[config.mk]
export PLATFORM = sky130hd
export DESIGN_NAME = vector_weighted_moving_average
export DESIGN_NICKNAME = d
export VERILOG_FILES = /design/src/hdl/vwma_pkg.sv /design/src/hdl/vector_weighted_moving_average.sv
export SDC_FILE = /design/constraint.sdc
export NUM_CORES = 2
export LEC_CHECK = 0
export ABC_AREA = 1
export ABC_CLOCK_PERIOD_IN_PS = 15940
export BUFFER_PORTS_ARGS = -buffer_cell sky130_fd_sc_hd__buf_2
export CAP_MARGIN = 20
export CORE_MARGIN = 2
export CORE_UTILIZATION = 53
export CTS_BUF_LIST = sky130_fd_sc_hd__clkbuf_4
export DETAILED_ROUTE_END_ITERATION = 8
export PLACE_DENSITY = 0.78
export SYNTH_ARGS = -nofsm -noshare
export SYNTH_HDL_FRONTEND = slang
export SYNTH_SLANG_ARGS = --single-unit
[constraint.sdc]
create_clock -name aclk -period 15.94 [get_ports aclk]
set_input_delay 0.797 -clock aclk [delete_from_list [all_inputs] [get_ports aclk]]
set_output_delay 0.797 -clock aclk [all_outputs]
set_load 0.05 [all_outputs]
[src/hdl/vwma_pkg.sv]
// Shared types and constants of the vector weighted moving average block.
// Register index codes, field widths and the fixed-point format live here.
// No dependencies.
package vwma_pkg;

    localparam int SAMPLE_W    = 32;
    localparam int CHAN_OUT_W  = 3;
    localparam int CFG_IDX_W   = 3;
    localparam int CFG_DATA_W  = 16;
    localparam int WEIGHT_W    = 16;
    localparam int NUM_WEIGHTS = 6;
    localparam int PROD_W      = 48;
    localparam int FRAC_SHIFT  = 15;
    localparam int ROUND_BIAS  = 16384;
    localparam int OUT_TDATA_W = 40;

    typedef logic [SAMPLE_W-1:0]   sample_t;
    typedef logic [CFG_IDX_W-1:0]  cfg_index_t;
    typedef logic [CFG_DATA_W-1:0] cfg_data_t;
    typedef logic [WEIGHT_W-1:0]   weight_t;
    typedef logic [3:0]            chan_count_t;
    typedef logic [2:0]            win_len_t;

    localparam cfg_index_t REG_CHANNEL_COUNT = 3'd0;
    localparam cfg_index_t REG_WINDOW_LEN    = 3'd1;
    localparam cfg_index_t REG_TAP_WEIGHT_0  = 3'd2;

    localparam chan_count_t RST_CHANNEL_COUNT = 4'd8;
    localparam win_len_t    RST_WINDOW_LEN    = 3'd1;
    localparam weight_t     RST_WEIGHT_FIRST  = 16'h8000;
    localparam weight_t     RST_WEIGHT_OTHER  = 16'h0000;

endpackage

[src/hdl/vector_weighted_moving_average.sv]
// Weighted moving average over a window of stored vectors, one element per item.
// Holds the history ring memory, the pending vector, the sequencer and the
// shared multiply-accumulate unit. Depends on vwma_pkg.

// Elements stream in at one item per cycle while the block is idle. After the
// closing element the block stops taking items and works the vector with one
// shared multiplier: a duplicate check against the newest stored vector (only
// once the ring holds a vector; an exact repeat ends there with no result), a
// step to advance the newest slot, a copy of all MAX_CHANNELS pending entries
// into the ring, then per channel either a pass-through of the value (window
// not yet full) or a read of each tap from the ring's one read port, multiply,
// add, round and saturate. The one ring read port and the one multiplier make
// the channels go one after another, and a stalled result output holds the
// sequencer.
// A length mismatch gives a single error result, with no check or ring update.
// Results leave through an output register, so the next vector may start
// while the last result still waits. The ring needs no clearing after reset.
module vector_weighted_moving_average #(
    parameter int MAX_TAPS     = 6,
    parameter int MAX_CHANNELS = 8
) (
    input  logic                  aclk,
    input  logic                  aresetn,
    // configuration write port
    input  logic                  cfg_wen,
    input  vwma_pkg::cfg_index_t  cfg_index,
    input  vwma_pkg::cfg_data_t   cfg_wdata,
    // input stream
    input  logic                  s_tvalid,
    output logic                  s_tready,
    input  logic [31:0]           s_tdata,   // [31:0] sample
    input  logic                  s_tlast,   // end_of_vector
    // result stream
    output logic                  m_tvalid,
    input  logic                  m_tready,
    output logic [39:0]           m_tdata,   // [31:0] filtered_value, [34:32] channel_index
    output logic                  m_tuser,   // status
    output logic                  m_tlast    // last_result
);
    import vwma_pkg::*;

    localparam int DEPTH  = MAX_TAPS * MAX_CHANNELS;
    localparam int AW     = (DEPTH > 1) ? $clog2(DEPTH) : 1;
    localparam int EC_W   = $clog2(MAX_CHANNELS + 2);
    localparam int CH_W   = $clog2(MAX_CHANNELS + 1);
    localparam int IDX_W  = (MAX_CHANNELS > 1) ? $clog2(MAX_CHANNELS) : 1;
    localparam int TAP_W  = $clog2(MAX_TAPS + 1);
    localparam int SLOT_W = (MAX_TAPS > 1) ? $clog2(MAX_TAPS) : 1;
    localparam int ACC_W  = PROD_W + 1 + $clog2(MAX_TAPS + 1);
    localparam int RND_W  = ACC_W - FRAC_SHIFT;
    localparam int PAD_W  = OUT_TDATA_W - SAMPLE_W - CHAN_OUT_W;

    localparam logic [3:0] ST_IDLE = 4'd0;
    localparam logic [3:0] ST_ERR  = 4'd1;
    localparam logic [3:0] ST_CMP  = 4'd2;
    localparam logic [3:0] ST_ADV  = 4'd3;
    localparam logic [3:0] ST_COPY = 4'd4;
    localparam logic [3:0] ST_PASS = 4'd5;
    localparam logic [3:0] ST_MAC  = 4'd6;
    localparam logic [3:0] ST_MDRN = 4'd7;
    localparam logic [3:0] ST_EMIT = 4'd8;

    // configuration
    chan_count_t chan_cnt_reg;
    win_len_t    win_len_reg;
    weight_t     weight_reg [NUM_WEIGHTS];

    // storage
    sample_t     ring_mem [DEPTH];
    sample_t     pend_reg [MAX_CHANNELS];

    // sequencer
    logic [3:0]        state_reg, state_next;
    logic [EC_W-1:0]   elem_cnt_reg, elem_cnt_next;
    logic [TAP_W-1:0]  fill_reg, fill_next;
    logic [SLOT_W-1:0] newest_reg, newest_next;
    logic              full_reg, full_next;
    logic [CH_W-1:0]   ch_reg, ch_next;
    logic [TAP_W-1:0]  tap_reg, tap_next;
    logic [SLOT_W-1:0] slot_reg, slot_next;
    logic [SLOT_W-1:0] start_slot_reg, start_slot_next;
    logic              diff_reg, diff_next;

    // shared multiply-accumulate pipeline
    logic                    s1_vld_reg, s2_vld_reg;
    logic [CH_W-1:0]         chk_idx_reg;
    weight_t                 wt_s1_reg;
    sample_t                 rd_data_reg;
    logic signed [PROD_W-1:0] prod_reg;
    logic signed [ACC_W-1:0]  acc_reg;

    // output register
    logic                   out_valid_reg;
    sample_t                out_value_reg;
    logic [CHAN_OUT_W-1:0]  out_chan_reg;
    logic                   out_err_reg;
    logic                   out_last_reg;

    // combinational controls
    logic                   accept;
    logic                   out_free;
    logic                   out_load;
    sample_t                out_value;
    logic [CHAN_OUT_W-1:0]  out_chan;
    logic                   out_err;
    logic                   out_last;
    logic                   rd_en;
    logic [AW-1:0]          rd_addr;
    logic                   wr_en;
    logic [AW-1:0]          wr_addr;
    logic                   acc_clr;
    logic [IDX_W-1:0]       pend_idx;
    sample_t                pend_rd;
    weight_t                wt_sel;
    logic [TAP_W-1:0]       w_eff;
    logic [EC_W-1:0]        ec_inc;
    logic                   len_bad;
    logic                   ch_last;
    logic                   chk_last;
    logic                   mismatch;
    logic [SLOT_W:0]        start_sum;
    logic [SLOT_W-1:0]      start_slot;
    logic [SLOT_W-1:0]      slot_inc;
    logic [SLOT_W-1:0]      newest_inc;
    logic signed [ACC_W-1:0] acc_biased;
    logic signed [RND_W-1:0] rnd;
    sample_t                sat_value;

    function automatic logic [AW-1:0] ring_addr(input logic [SLOT_W-1:0] slot,
                                                input logic [CH_W-1:0] ch);
        return AW'(32'(slot) * MAX_CHANNELS + 32'(ch));
    endfunction

    function automatic logic [SLOT_W-1:0] slot_wrap(input logic [SLOT_W-1:0] slot);
        logic [SLOT_W-1:0] nxt;
        nxt = (32'(slot) == MAX_TAPS - 1) ? '0 : slot + SLOT_W'(1);
        return nxt;
    endfunction

    // ---------------------------------------------------------------- config
    always_ff @(posedge aclk) begin
        if (!aresetn) begin
            chan_cnt_reg <= RST_CHANNEL_COUNT;
            win_len_reg  <= RST_WINDOW_LEN;
            for (int k = 0; k < NUM_WEIGHTS; k++) begin
                weight_reg[k] <= (k == 0) ? RST_WEIGHT_FIRST : RST_WEIGHT_OTHER;
            end
        end else if (cfg_wen) begin
            if (cfg_index == REG_CHANNEL_COUNT) begin
                chan_cnt_reg <= cfg_wdata[3:0];
            end
            if (cfg_index == REG_WINDOW_LEN) begin
                win_len_reg <= cfg_wdata[2:0];
            end
            for (int k = 0; k < NUM_WEIGHTS; k++) begin
                if (32'(cfg_index) == 32'(REG_TAP_WEIGHT_0) + k) begin
                    weight_reg[k] <= cfg_wdata;
                end
            end
        end
    end

    // ------------------------------------------------------- derived values
    always_comb begin
        if (win_len_reg == '0) begin
            w_eff = TAP_W'(1);
        end else if (32'(win_len_reg) > MAX_TAPS) begin
            w_eff = TAP_W'(MAX_TAPS);
        end else begin
            w_eff = TAP_W'(win_len_reg);
        end
    end

    always_comb begin
        wt_sel = '0;
        for (int k = 0; k < NUM_WEIGHTS; k++) begin
            if (32'(tap_reg) == k) begin
                wt_sel = weight_reg[k];
            end
        end
    end

    assign accept   = s_tvalid && s_tready;
    assign s_tready = (state_reg == ST_IDLE);
    assign out_free = !out_valid_reg || m_tready;

    assign ec_inc  = (32'(elem_cnt_reg) <= MAX_CHANNELS) ? elem_cnt_reg + EC_W'(1)
                                                         : elem_cnt_reg;
    assign len_bad = (chan_cnt_reg == '0) || (32'(chan_cnt_reg) > MAX_CHANNELS)
                     || (32'(ec_inc) != 32'(chan_cnt_reg));
    assign ch_last  = (32'(ch_reg) + 1 == 32'(chan_cnt_reg));
    assign chk_last = (32'(chk_idx_reg) + 1 == 32'(chan_cnt_reg));

    assign pend_idx = (state_reg == ST_CMP) ? chk_idx_reg[IDX_W-1:0] : ch_reg[IDX_W-1:0];
    assign pend_rd  = pend_reg[pend_idx];
    assign mismatch = (rd_data_reg != pend_rd);

    // first tap of the window: newest - (w - 1), modulo MAX_TAPS
    assign start_sum  = {1'b0, newest_reg} + (SLOT_W+1)'(MAX_TAPS)
                        - (SLOT_W+1)'(w_eff - TAP_W'(1));
    assign start_slot = (32'(start_sum) >= MAX_TAPS) ? SLOT_W'(32'(start_sum) - MAX_TAPS)
                                                     : start_sum[SLOT_W-1:0];
    assign slot_inc   = slot_wrap(slot_reg);
    assign newest_inc = slot_wrap(newest_reg);

    // round half up at bit 15, then saturate to 32 bits
    assign acc_biased = acc_reg + ACC_W'(ROUND_BIAS);
    assign rnd        = acc_biased[ACC_W-1:FRAC_SHIFT];
    always_comb begin
        if ((&rnd[RND_W-1:SAMPLE_W-1]) || !(|rnd[RND_W-1:SAMPLE_W-1])) begin
            sat_value = rnd[SAMPLE_W-1:0];
        end else if (rnd[RND_W-1]) begin
            sat_value = {1'b1, {(SAMPLE_W-1){1'b0}}};
        end else begin
            sat_value = {1'b0, {(SAMPLE_W-1){1'b1}}};
        end
    end

    // ------------------------------------------------------------ sequencer
    always_comb begin
        state_next      = state_reg;
        elem_cnt_next   = elem_cnt_reg;
        fill_next       = fill_reg;
        newest_next     = newest_reg;
        full_next       = full_reg;
        ch_next         = ch_reg;
        tap_next        = tap_reg;
        slot_next       = slot_reg;
        start_slot_next = start_slot_reg;
        diff_next       = diff_reg;
        rd_en           = 1'b0;
        rd_addr         = ring_addr(newest_reg, ch_reg);
        wr_en           = 1'b0;
        wr_addr         = ring_addr(newest_reg, ch_reg);
        acc_clr         = 1'b0;
        out_load        = 1'b0;
        out_value       = '0;
        out_chan        = CHAN_OUT_W'(ch_reg);
        out_err         = 1'b0;
        out_last        = ch_last;

        case (state_reg)
            ST_IDLE: begin
                if (accept) begin
                    elem_cnt_next = ec_inc;
                    if (s_tlast) begin
                        elem_cnt_next = '0;
                        ch_next       = '0;
                        diff_next     = 1'b0;
                        if (len_bad) begin
                            state_next = ST_ERR;
                        end else if (fill_reg != '0) begin
                            state_next = ST_CMP;
                        end else begin
                            state_next = ST_ADV;
                        end
                    end
                end
            end
            ST_ERR: begin
                out_chan = '0;
                out_err  = 1'b1;
                out_last = 1'b1;
                if (out_free) begin
                    out_load   = 1'b1;
                    state_next = ST_IDLE;
                end
            end
            ST_CMP: begin
                // issue reads of the newest vector, check each in the next cycle
                if (32'(ch_reg) < 32'(chan_cnt_reg)) begin
                    rd_en   = 1'b1;
                    ch_next = ch_reg + CH_W'(1);
                end
                if (s1_vld_reg) begin
                    diff_next = diff_reg || mismatch;
                    if (chk_last) begin
                        state_next = (diff_reg || mismatch) ? ST_ADV : ST_IDLE;
                    end
                end
            end
            ST_ADV: begin
                newest_next = (fill_reg == '0) ? newest_reg : newest_inc;
                if (fill_reg >= w_eff) begin
                    fill_next = w_eff;
                    full_next = 1'b1;
                end else begin
                    fill_next = fill_reg + TAP_W'(1);
                    full_next = (fill_reg + TAP_W'(1) >= w_eff);
                end
                ch_next    = '0;
                state_next = ST_COPY;
            end
            ST_COPY: begin
                wr_en   = 1'b1;
                ch_next = ch_reg + CH_W'(1);
                if (32'(ch_reg) == MAX_CHANNELS - 1) begin
                    ch_next         = '0;
                    tap_next        = '0;
                    slot_next       = start_slot;
                    start_slot_next = start_slot;
                    acc_clr         = 1'b1;
                    state_next      = full_reg ? ST_MAC : ST_PASS;
                end
            end
            ST_PASS: begin
                out_value = pend_rd;
                if (out_free) begin
                    out_load = 1'b1;
                    ch_next  = ch_reg + CH_W'(1);
                    if (ch_last) begin
                        state_next = ST_IDLE;
                    end
                end
            end
            ST_MAC: begin
                rd_en     = 1'b1;
                rd_addr   = ring_addr(slot_reg, ch_reg);
                tap_next  = tap_reg + TAP_W'(1);
                slot_next = slot_inc;
                if (tap_reg == w_eff - TAP_W'(1)) begin
                    state_next = ST_MDRN;
                end
            end
            ST_MDRN: begin
                if (!s1_vld_reg && !s2_vld_reg) begin
                    state_next = ST_EMIT;
                end
            end
            ST_EMIT: begin
                out_value = sat_value;
                if (out_free) begin
                    out_load = 1'b1;
                    if (ch_last) begin
                        state_next = ST_IDLE;
                    end else begin
                        ch_next    = ch_reg + CH_W'(1);
                        tap_next   = '0;
                        slot_next  = start_slot_reg;
                        acc_clr    = 1'b1;
                        state_next = ST_MAC;
                    end
                end
            end
            default: begin
                state_next = ST_IDLE;
            end
        endcase
    end

    always_ff @(posedge aclk) begin
        if (!aresetn) begin
            state_reg      <= ST_IDLE;
            elem_cnt_reg   <= '0;
            fill_reg       <= '0;
            newest_reg     <= '0;
            full_reg       <= 1'b0;
            ch_reg         <= '0;
            tap_reg        <= '0;
            slot_reg       <= '0;
            start_slot_reg <= '0;
            diff_reg       <= 1'b0;
        end else begin
            state_reg      <= state_next;
            elem_cnt_reg   <= elem_cnt_next;
            fill_reg       <= fill_next;
            newest_reg     <= newest_next;
            full_reg       <= full_next;
            ch_reg         <= ch_next;
            tap_reg        <= tap_next;
            slot_reg       <= slot_next;
            start_slot_reg <= start_slot_next;
            diff_reg       <= diff_next;
        end
    end

    // -------------------------------------------------------------- storage
    always_ff @(posedge aclk) begin
        if (accept && (32'(elem_cnt_reg) < MAX_CHANNELS)) begin
            pend_reg[elem_cnt_reg[IDX_W-1:0]] <= s_tdata;
        end
    end

    always_ff @(posedge aclk) begin
        if (wr_en) begin
            ring_mem[wr_addr] <= pend_rd;
        end
        rd_data_reg <= ring_mem[rd_addr];
    end

    // ----------------------------------------------- shared multiply-add unit
    always_ff @(posedge aclk) begin
        if (!aresetn) begin
            s1_vld_reg <= 1'b0;
            s2_vld_reg <= 1'b0;
        end else begin
            s1_vld_reg <= rd_en;
            s2_vld_reg <= s1_vld_reg && ((state_reg == ST_MAC) || (state_reg == ST_MDRN));
        end
    end

    always_ff @(posedge aclk) begin
        chk_idx_reg <= ch_reg;
        wt_s1_reg   <= wt_sel;
        prod_reg    <= PROD_W'($signed(rd_data_reg) * $signed({1'b0, wt_s1_reg}));
        if (acc_clr) begin
            acc_reg <= '0;
        end else if (s2_vld_reg) begin
            acc_reg <= acc_reg + ACC_W'(prod_reg);
        end
    end

    // ------------------------------------------------------- output register
    always_ff @(posedge aclk) begin
        if (!aresetn) begin
            out_valid_reg <= 1'b0;
        end else if (out_load) begin
            out_valid_reg <= 1'b1;
        end else if (m_tready) begin
            out_valid_reg <= 1'b0;
        end
    end

    always_ff @(posedge aclk) begin
        if (out_load) begin
            out_value_reg <= out_value;
            out_chan_reg  <= out_chan;
            out_err_reg   <= out_err;
            out_last_reg  <= out_last;
        end
    end

    assign m_tvalid = out_valid_reg;
    assign m_tdata  = {{PAD_W{1'b0}}, out_chan_reg, out_value_reg};
    assign m_tuser  = out_err_reg;
    assign m_tlast  = out_last_reg;

    // ------------------------------------------------------------ assertions
    a_no_overwrite: assert property (@(posedge aclk) disable iff (!aresetn)
        (out_load && out_valid_reg) |-> m_tready)
        else $error("result register loaded while an item still waits");

    a_emit_drained: assert property (@(posedge aclk) disable iff (!aresetn)
        (state_reg == ST_EMIT) |-> (!s1_vld_reg && !s2_vld_reg))
        else $error("accumulator read before the multiply pipeline drained");

    a_err_single: assert property (@(posedge aclk) disable iff (!aresetn)
        (m_tvalid && m_tuser) |-> (m_tlast && (m_tdata[34:0] == 35'd0)))
        else $error("error result is not a single zero item");

    a_fill_bound: assert property (@(posedge aclk) disable iff (!aresetn)
        (32'(fill_reg) <= MAX_TAPS) && (32'(newest_reg) < MAX_TAPS))
        else $error("ring fill or slot pointer out of range");

endmodule

==> metrics.yaml <==
run_status:
  status: "finished, final reports clean"
die:
  io_pins: 101
  dieArea_um2: 199000
  fp.dieH_um: 446
  core_um2: 194000
  start_util_pct: 53.2
  num_rows: 162
  fp.dieW_um: 446
placed_design:
  dp_hpwl_um: 178000
  gp_congestion: 0.947
  dp_slack_ns: 9.19
  dp.cells: 11400
  portBuffers: 95
sta:
  rsz0062_at_grt: "false"
  setup_viol: 0
  maxSlewHeadroom_pct: 13.6
  fin_tns_setup_ns: 0
  worstMarginPinSlew_ns: 1.28
  skew_ns: 0.144
  drv_slew: 0
  setup_slack_ns: 9.14
  finalCritPeriodShare_pct: 42.7
  fin_crit_ns: 6.80
  timing.fmax_ghz: 0.147
  hold_violations: 0
logic_synthesis:
  netlist_instances: 9050
  ys_top_cells_by_area: "edfxtp_1, fa_1, nand2_1"
  ys_seq_elements: 2116
  synth_ff_type: "edfxtp_1"
  synth_cell_types: 67
  ys_async_sr_fraction_pct: 0
  synth.cell_area_um2: 103000
  synth_edf_count: 1925
  synth_area_leader_cell: "edfxtp_1"
  ys_warn_count: 0
  synth_top_cell_area_share_pct: 55.9
  yosysSeqAreaShare_pct: 59.6
  syn_area_per_cell_um2: 11.4
global_routing:
  grt_max_degree: 109
  grt.total_usage_pct: 30.1
  grt_first_pass_wirelength_um: 446000
  grt_antenna_before_repair: 27
  gr-total-overflow: 0
  first_global_vias: 75100
clocking:
  cts_max_level: 6
  numCtsBuffers: 546
  cts-resized-gates: 0
  clock_sinks: 2116
  hold_buffers: 61
  cts_buffer_depth: 4
  insertion_delay_ns: 1.44
  cts_tree: "done"
  cts_setup_buffers: 0
  cts_root_buf: "clkbuf_4"
  clk_pin_slew_ns: 0.07
worst_setup_path:
  critPathKind: "reg -> reg"
  endpoint_kind: "register"
  cp.required_ns: 17.16
  r2r-end: "prod_reg[44]"
  path_common_cell: "nand2_1"
  reg2reg_from: "rd_data_reg[5]"
  reg2reg_setup_slack_ns: 9.14
  max_stage_delay_ns: 0.87
  endpoint: "prod_reg[44]"
  arrival_ns: 8.02
  cp_slowest_cell: "dfxtp_1"
  reg2reg_depth: 28
  path_max_fanout: 18
  critPathLaunch: "rd_data_reg[5]"
  start_kind: "register"
cells_and_area:
  fill_cells: 14900
  syn2layout_area_growth_pct: 10.7
  nets: 10300
  stdcell_count: 12400
  regArea_um2: 61600
  multi_input_area_um2: 34900
  drive_gt1_share_pct: 12.6
  largest_reg_flops: 1536
detailed_routing:
  viasPerCell: 5.90
  first_iter_violations: 8886
  routedWlPerCell_um: 24.0
  ant_nets: 0
  drt_wl_total_um: 299000
  num_vias: 73400
  dr.pass1.iters: 6
  post-route-drc-count: 0
worst_hold_path:
  min-delay-start: "cfg_wen"
  hp-class: "in -> reg"
power:
  pwr_density_cell_nw_per_um2: 143
  ir_drop_v: 0.000258
  leakage_nw: 46.7
  power_mw: 16.3
run:
  maxCapViolCount: 0
==> cell type report <==
class	instances	area share, %
Clock buffer	770	5.05
Timing Repair Buffer	329	2.26
Clock inverter	148	0.688
Multi-Input combinational cell	5052	30.5
Tap cell	2542	2.78
Sequential cell	2116	53.9
Inverter	1469	4.83
Antenna cell	18	0.0394
==> how the worst min path moves through the flow <==
stage	end	slack [ns]	depth (start not counted)
3_3_place_gp	acc_reg[0]	0.46	2
2_1_floorplan	chk_idx_reg[2]	0.35	0
5_1_grt	weight_reg[5][6]	0.19	4
4_1_cts	weight_reg[5][6]	0.09	4
6_report	weight_reg[5][5]	0.25	4
3_5_place_dp	acc_reg[0]	0.46	2
==> cells by family (layout without fill, tap and decap cells) <==
logic type / after synthesis / count (layout) / synth area share (%)
AOI/OAI and AO/OA: 1194 / 1194 / 8.04
xor gates and xnor gates: 139 / 139 / 1.18
adders and majority gates: 682 / 682 / 11.8
buffers and inverters: 1886 / 2716 / 7.12
DFF: 2116 / 2116 / 59.6
other: 1 / 23 / 0.00363
and+or+nand+nor: 3032 / 3032 / 12.2
==> cell usage in the layout (no fill, tap or decap), drive strengths merged, types with 58 or more instances in the layout <==
cell type and n:
a21oi 221, a221oi 204, a22o 130, a22oi 129, buf 267, clkbuf 770, clkinv 132, dfxtp 191
dlygate4sd3 61, edfxtp 1925, fa 486, ha 196, inv 1473, nand2 1982, nand3 397, nand4 152
nor2 406, nor3 58, o211ai 96, o21ai 247, xor2 94
==> metrics by stage <==
step / utilization (%) / cell area (um^2) / hold WS, ns
6_report: 58.9 / 114000 / 0.248
5_1_grt: 58.8 / 114000 / 0.195
4_1_cts: 58.7 / 114000 / 0.0904
3_5_place_dp: 55.0 / 107000 / 0.460
3_3_place_gp: 55.0 / 107000 / 0.456
2_1_floorplan: - / 103000 / 0.350
==> critical path, delay by kind of cell, from the launching register on <==
kind,cells,cell delay [ns]
compound gates,5,1.14
fa+ha+maj,7,3.31
buf+inv,6,0.34
flops,1,0.87
simple gates,10,1.01
==> synthesized netlist by cell type (5+ instances only) <==
master / n
a22o_1: 130
inv_1: 1457
buf_4: 8
nor3_1: 53
dfxtp_1: 191
o21a_1: 17
nor3_2: 5
a21o_1: 6
a211oi_1: 21
clkbuf_1: 260
o21ai_0: 237
a31oi_1: 39
xor2_1: 94
nand3_1: 391
a21boi_0: 6
inv_2: 8
nand2_1: 1945
o211ai_1: 87
ha_1: 196
o311ai_0: 24
nand3b_1: 16
o31ai_1: 5
a22oi_1: 129
buf_6: 12
a221oi_1: 204
xnor2_1: 45
nand2_2: 34
fa_1: 486
nor2_1: 401
o211ai_2: 9
o21bai_1: 13
o21ai_1: 8
or2_2: 8
o221ai_1: 10
edfxtp_1: 1925
nand4_1: 150
buf_1: 46
nor4_1: 10
buf_2: 88
nand3_2: 6
a21oi_1: 220
==> layer usage <==
metal / global-route usage, % / up-vias / part of all wire, %
met4: 18.9 / 16 / 6.3
met1: 36.2 / 35500 / 34
met5: 0 / - / 0.032
li1: - / 32000 / -
met3: 7.47 / 981 / 12
met2: 48.9 / 5001 / 47
==> where the power goes <==
group / total, mW / switching (mW) / leakage [nW] / internal, mW
logic: 5.41 / 3.44 / 23.7 / 1.97
clock network: 4.55 / 2.21 / 3.94 / 2.33
registers: 6.36 / 0.0606 / 19.0 / 6.30
(Power assumes the default switching activity.)
